<file path="config.mk">
export PLATFORM = sky130hd
export DESIGN_NAME = lmpsm_front
export DESIGN_NICKNAME = d
export VERILOG_FILES = /design/src/hdl/lmpsm_pkg.sv /design/src/hdl/lmpsm_front.sv
export SDC_FILE = /design/constraint.sdc
export NUM_CORES = 1
export LEC_CHECK = 0
export ABC_CLOCK_PERIOD_IN_PS = 3500
export BUFFER_PORTS_ARGS = -buffer_cell sky130_fd_sc_hd__buf_4
export CAP_MARGIN = 15
export CORE_ASPECT_RATIO = 1.75
export CORE_MARGIN = 1
export CORE_UTILIZATION = 51
export CTS_CLUSTER_SIZE = 16
export DETAILED_ROUTE_END_ITERATION = 10
export PLACE_DENSITY = 0.78
export SETUP_SLACK_MARGIN = 0.2
export SYNTH_ARGS = -nofsm -noshare
export SYNTH_HDL_FRONTEND = slang
export SYNTH_SLANG_ARGS = --single-unit
</file>
<file path="constraint.sdc">
create_clock -name clk -period 3.5 [get_ports clk]
set_clock_uncertainty 0.2 [all_clocks]
set_input_delay 0 -clock clk [delete_from_list [all_inputs] [get_ports clk]]
set_output_delay 0 -clock clk [all_outputs]
set_load 0.02 [all_outputs]
</file>
<file path="src/hdl/lmpsm_pkg.sv">
// lmpsm_pkg: shared types and defaults for the leveled multi-pattern substring matcher
// used by the front queue, the match engine and the top level
`timescale 1ns / 1ps
`default_nettype none
package lmpsm_pkg;

    localparam int MAX_WORDS_DEF = 64;
    localparam int WORD_LEN_DEF  = 32;
    localparam int MAX_INPUT_DEF = 256;

    typedef enum logic [1:0] {
        CMD_PBYTE = 2'd0,
        CMD_PHDR  = 2'd1,
        CMD_TEXT  = 2'd2,
        CMD_NONE  = 2'd3
    } cmd_t;

    typedef struct packed {
        cmd_t              cmd;
        logic [5:0]        entry;
        logic [4:0]        offset;
        logic [7:0]        data;
        logic [4:0]        length;
        logic signed [7:0] level;
        logic              last;
    } item_t;

    // handoff between the queue and the engine
    typedef struct packed {
        logic  valid;
        item_t item;
    } queue_head_t;

endpackage
`default_nettype wire

</file>
<file path="src/hdl/lmpsm_front.sv">
// lmpsm_front: input acceptance, text lowercasing and a two-entry queue
// depends on lmpsm_pkg
`timescale 1ns / 1ps
`default_nettype none
module lmpsm_front (
    input  wire logic                 clk,
    input  wire logic                 rst_n,
    input  wire logic                 item_valid,
    output logic                      item_stall,
    input  wire lmpsm_pkg::item_t     item_in,
    output lmpsm_pkg::queue_head_t    head,
    input  wire logic                 pop
);
    import lmpsm_pkg::*;

    item_t      slot_reg [2];
    logic       wr_ptr_reg, wr_ptr_next;
    logic       rd_ptr_reg, rd_ptr_next;
    logic [1:0] count_reg, count_next;
    logic       push;
    item_t      cls;

    always_comb
    begin
        cls = item_in;
        if (item_in.cmd == CMD_TEXT && item_in.data >= 8'h41 && item_in.data <= 8'h5a)
        begin
            cls.data = item_in.data + 8'h20;
        end
    end

    assign item_stall = (count_reg == 2'd2);
    assign push       = item_valid && !item_stall;
    assign head.valid = (count_reg != 2'd0);
    assign head.item  = slot_reg[rd_ptr_reg];

    always_comb
    begin
        wr_ptr_next = push ? !wr_ptr_reg : wr_ptr_reg;
        rd_ptr_next = pop ? !rd_ptr_reg : rd_ptr_reg;
        count_next  = count_reg + 2'(push) - 2'(pop);
    end

    always_ff @(posedge clk)
    begin
        if (push)
        begin
            slot_reg[wr_ptr_reg] <= cls;
        end
    end

    always_ff @(posedge clk or negedge rst_n)
    begin
        if (!rst_n)
        begin
            wr_ptr_reg <= 1'b0;
            rd_ptr_reg <= 1'b0;
            count_reg  <= 2'd0;
        end
        else
        begin
            wr_ptr_reg <= wr_ptr_next;
            rd_ptr_reg <= rd_ptr_next;
            count_reg  <= count_next;
        end
    end
endmodule
`default_nettype wire

</file>
==> summary.md <==
| Metric | Value |
|---|---|
| Gr usage total | `around a fifth` |
| First-pass GRT wire length | `between 7 and 8 mm` |
| Critical-path cell list | `buf_4, mux2_2, buf_4` |
| Total gr overflow | `0` |
| Number of port buffers | `75` |
| Post-cts resize count | `0` |
| Gate Count Post-Synth | `139` |
| Final Non-Filler Cells | `341` |
| PD cells | `774 nW/µm²` |
| Num rows | `35` |
| Num Clock Sinks | `74` |
| I/O pin count | `76` |
| H-Tree Depth | `3` |
| Setup_tns | `0 ps` |
| Worst skew pair latency | `roughly 330 ps` |
| Period utilisation layout | `62.5%` |
| Die height | `approximately 100 µm` |
| Mapped Area | `~2800 µm²` |
| CP peak stage delay | `690 ps` |
| Area of the core | `around 5300 µm²` |
| Initial antenna violation count | `0` |
| Die area | `approximately 5800 µm²` |
| Cell variety after synth | `21` |
| GP Congestion | `~0.73` |
| CP Capture Type | `output pin` |
| Syn Nets | `181` |
| # fillers | `roughly 310` |
| Status | `complete, no violations` |
| R2r setup slk | `between 1000 and 1500 ps` |
| Max-slew violations | `0` |
| Arr. time, crit path | `1990 ps` |
| Vias in the first global route | `around 1.7k` |
| Starting Density | `approximately 53%` |
| Startpoint types | `flop` |
| Synthesis Warnings | `0` |
| CTS root buffer | `clkbuf_8` |
| Per-cell routed wire length | `about 15 µm` |
| CTS max path bufs | `2` |
| Sequential Area | `about 2200 µm²` |
| Placed Cells | `between 200 and 300` |
| Worst Max-Slew Pin Slew | `between 900 and 1000 ps` |
| RSZ-0062 raised after global routing | `no` |
| Dpl hpwl | `~2.9 mm` |
| CP most frequent cell | `buf_4` |
| P_leak | `between 0.0015 and 0.002 µW` |
| Drt via density | `roughly 4.9` |
| P&R area growth vs syn | `45.8%` |
| Crit Path Max Fanout | `23` |
| Fin crit period | `2190 ps` |
| Via count | `~1.7k` |
| Req. time, crit path | `~3300 ps` |
| First drt pass iteration count | `4` |
| Pin count of the biggest net entering global routing | `36` |
| Die width | `around 58 µm` |
| WS Path Type | `flop to output pin` |
| Critical path's slowest cell | `dfrtp_1` |
| DRT iter0 DRCs | `slightly below 60` |
| Rel. slew slack | `between 30% and 40%` |
| Maximum VDD drop | `0.000506 V` |
| Diodes inserted | `0` |
| Total CTS buffers | `9` |
| Max-cap violations | `0` |
| Max Fclk | `~460 MHz` |
| Hold Fails Final Rpt | `0` |
| Seq cells post-synth | `74` |
| Routed Antenna Nets | `0` |
| Setup bufs post-CTS | `0` |
| Layout Nets | `304` |
| Max reg flops | `70` |
| Area of the multi-input gates | `587 µm²` |
| Layout cells sized above 1 | `48.3%` |
| Final setup violation count | `0` |
| Post-Route WL | `~5 mm` |
| DR DRC count | `0` |
| CTS tree | `yes` |
| WHS | `around 190 ps` |
| Hold Path Class | `input pin to flop` |
| Seq/Total Area, Yosys | `78.4%` |
| Reg clk slew, reported paths | `70 ps` |
| Syn Area/Cell | `about 20 µm²` |
-- where the power goes --
part | internal, µW | switching [µW]
Clock | 469 | 292
Combinational | 528 | 584
Sequential | 1220 | 78.2
Total | 2210 | 954
-- cells in the mapped netlist (all sizes together) --
master / number / area (µm²)
edfxtp: 70 / 2100
mux2: 35 / 394
buf: 4 / 20.0
dfrtp: 4 / 100
ha: 3 / 37.5
nor2: 3 / 11.3
xnor2: 3 / 26.3
inv: 2 / 7.51
nand2: 2 / 7.51
o21bai: 2 / 15.0
a21oi: 1 / 5.00
and3: 1 / 6.26
nand2b: 1 / 6.26
nand3: 1 / 5.00
nand4: 1 / 6.26
o22ai: 1 / 12.5
o31a: 1 / 8.76
or2: 1 / 6.26
or4: 1 / 11.3
or4b: 1 / 10.0
xor2: 1 / 8.76
-- stage by stage --
stage,setup slack [ps],utilization [%],instance area [µm²],power (µW)
after floorplan,806,-,2810,1980
after global placement,1490,65.3,3460,2390
after detailed placement,1450,65.3,3460,2400
after CTS,1260,77.2,4090,3190
after global routing,1180,77.2,4090,3310
final,1310,77.2,4090,3170
-- final timing paths --
kind,start,endpoint,cells past startpoint
hold / removal,item_in[28],slot_reg[1][28]$_DFFE_PP_,2
setup / recovery,rd_ptr_reg$_DFFE_PN0P_,head[16],3
setup reg to reg,count_reg[1]$_DFF_PN0_,slot_reg[0][0]$_DFFE_PP_,3
hold reg to reg,count_reg[1]$_DFF_PN0_,count_reg[1]$_DFF_PN0_,1
max in group asynchronous,rst_n,count_reg[1]$_DFF_PN0_,3
min in group asynchronous,rst_n,wr_ptr_reg$_DFFE_PN0P_,3
-- logic make-up after synthesis --
kind of cell | synth area share, %
XOR/XNOR | 1.25
AND/OR/NAND/NOR | 2.50
multiplexers | 14.0
AO/OA/AOI/OAI | 1.47
flip-flops | 78.4
buffers and inverters | 0.981
adder cells (fa/ha/maj) | 1.34
-- layer usage --
layer | GRT usage [%] | routed length, µm
met1 | 18.0 | 1670
met2 | 33.6 | 2910
met4 | 13.6 | 110
met3 | 4.25 | 272
met5 | 0 | 0
-- what timing repair did --
item / 4_1_cts / 5_1_grt
hold buffers: 40 / 0
hold endpoints to repair: 78 / 0
endpoints found under the setup margin: 0 / 0
-- critical path, delay by kind of cell (launching register included) --
family | cells | cell delay (ps)
buf+inv | 2 | 570
flops | 1 | 690
mux | 1 | 400
-- cells in the final DEF, fill, tap and decap left out, types with 3 or more instances in the layout --
master and n:
buf_4 76, edfxtp_1 70, clkbuf_8 9, ha_1 3
bufinv_16 3, mux2_2 35, xnor2_1 3, dlygate4sd3_1 40
dfrtp_1 4
-- layout make-up --
type	count	area share [%]
well taps	74	2.26
repair buffers	116	23.7
inverters	2	0.183
clock buffers	10	3.12
multi-input cells	59	14.3
flip-flops and latches	74	53.8
clock inverters	6	2.57
(Power assumes the default switching activity.)
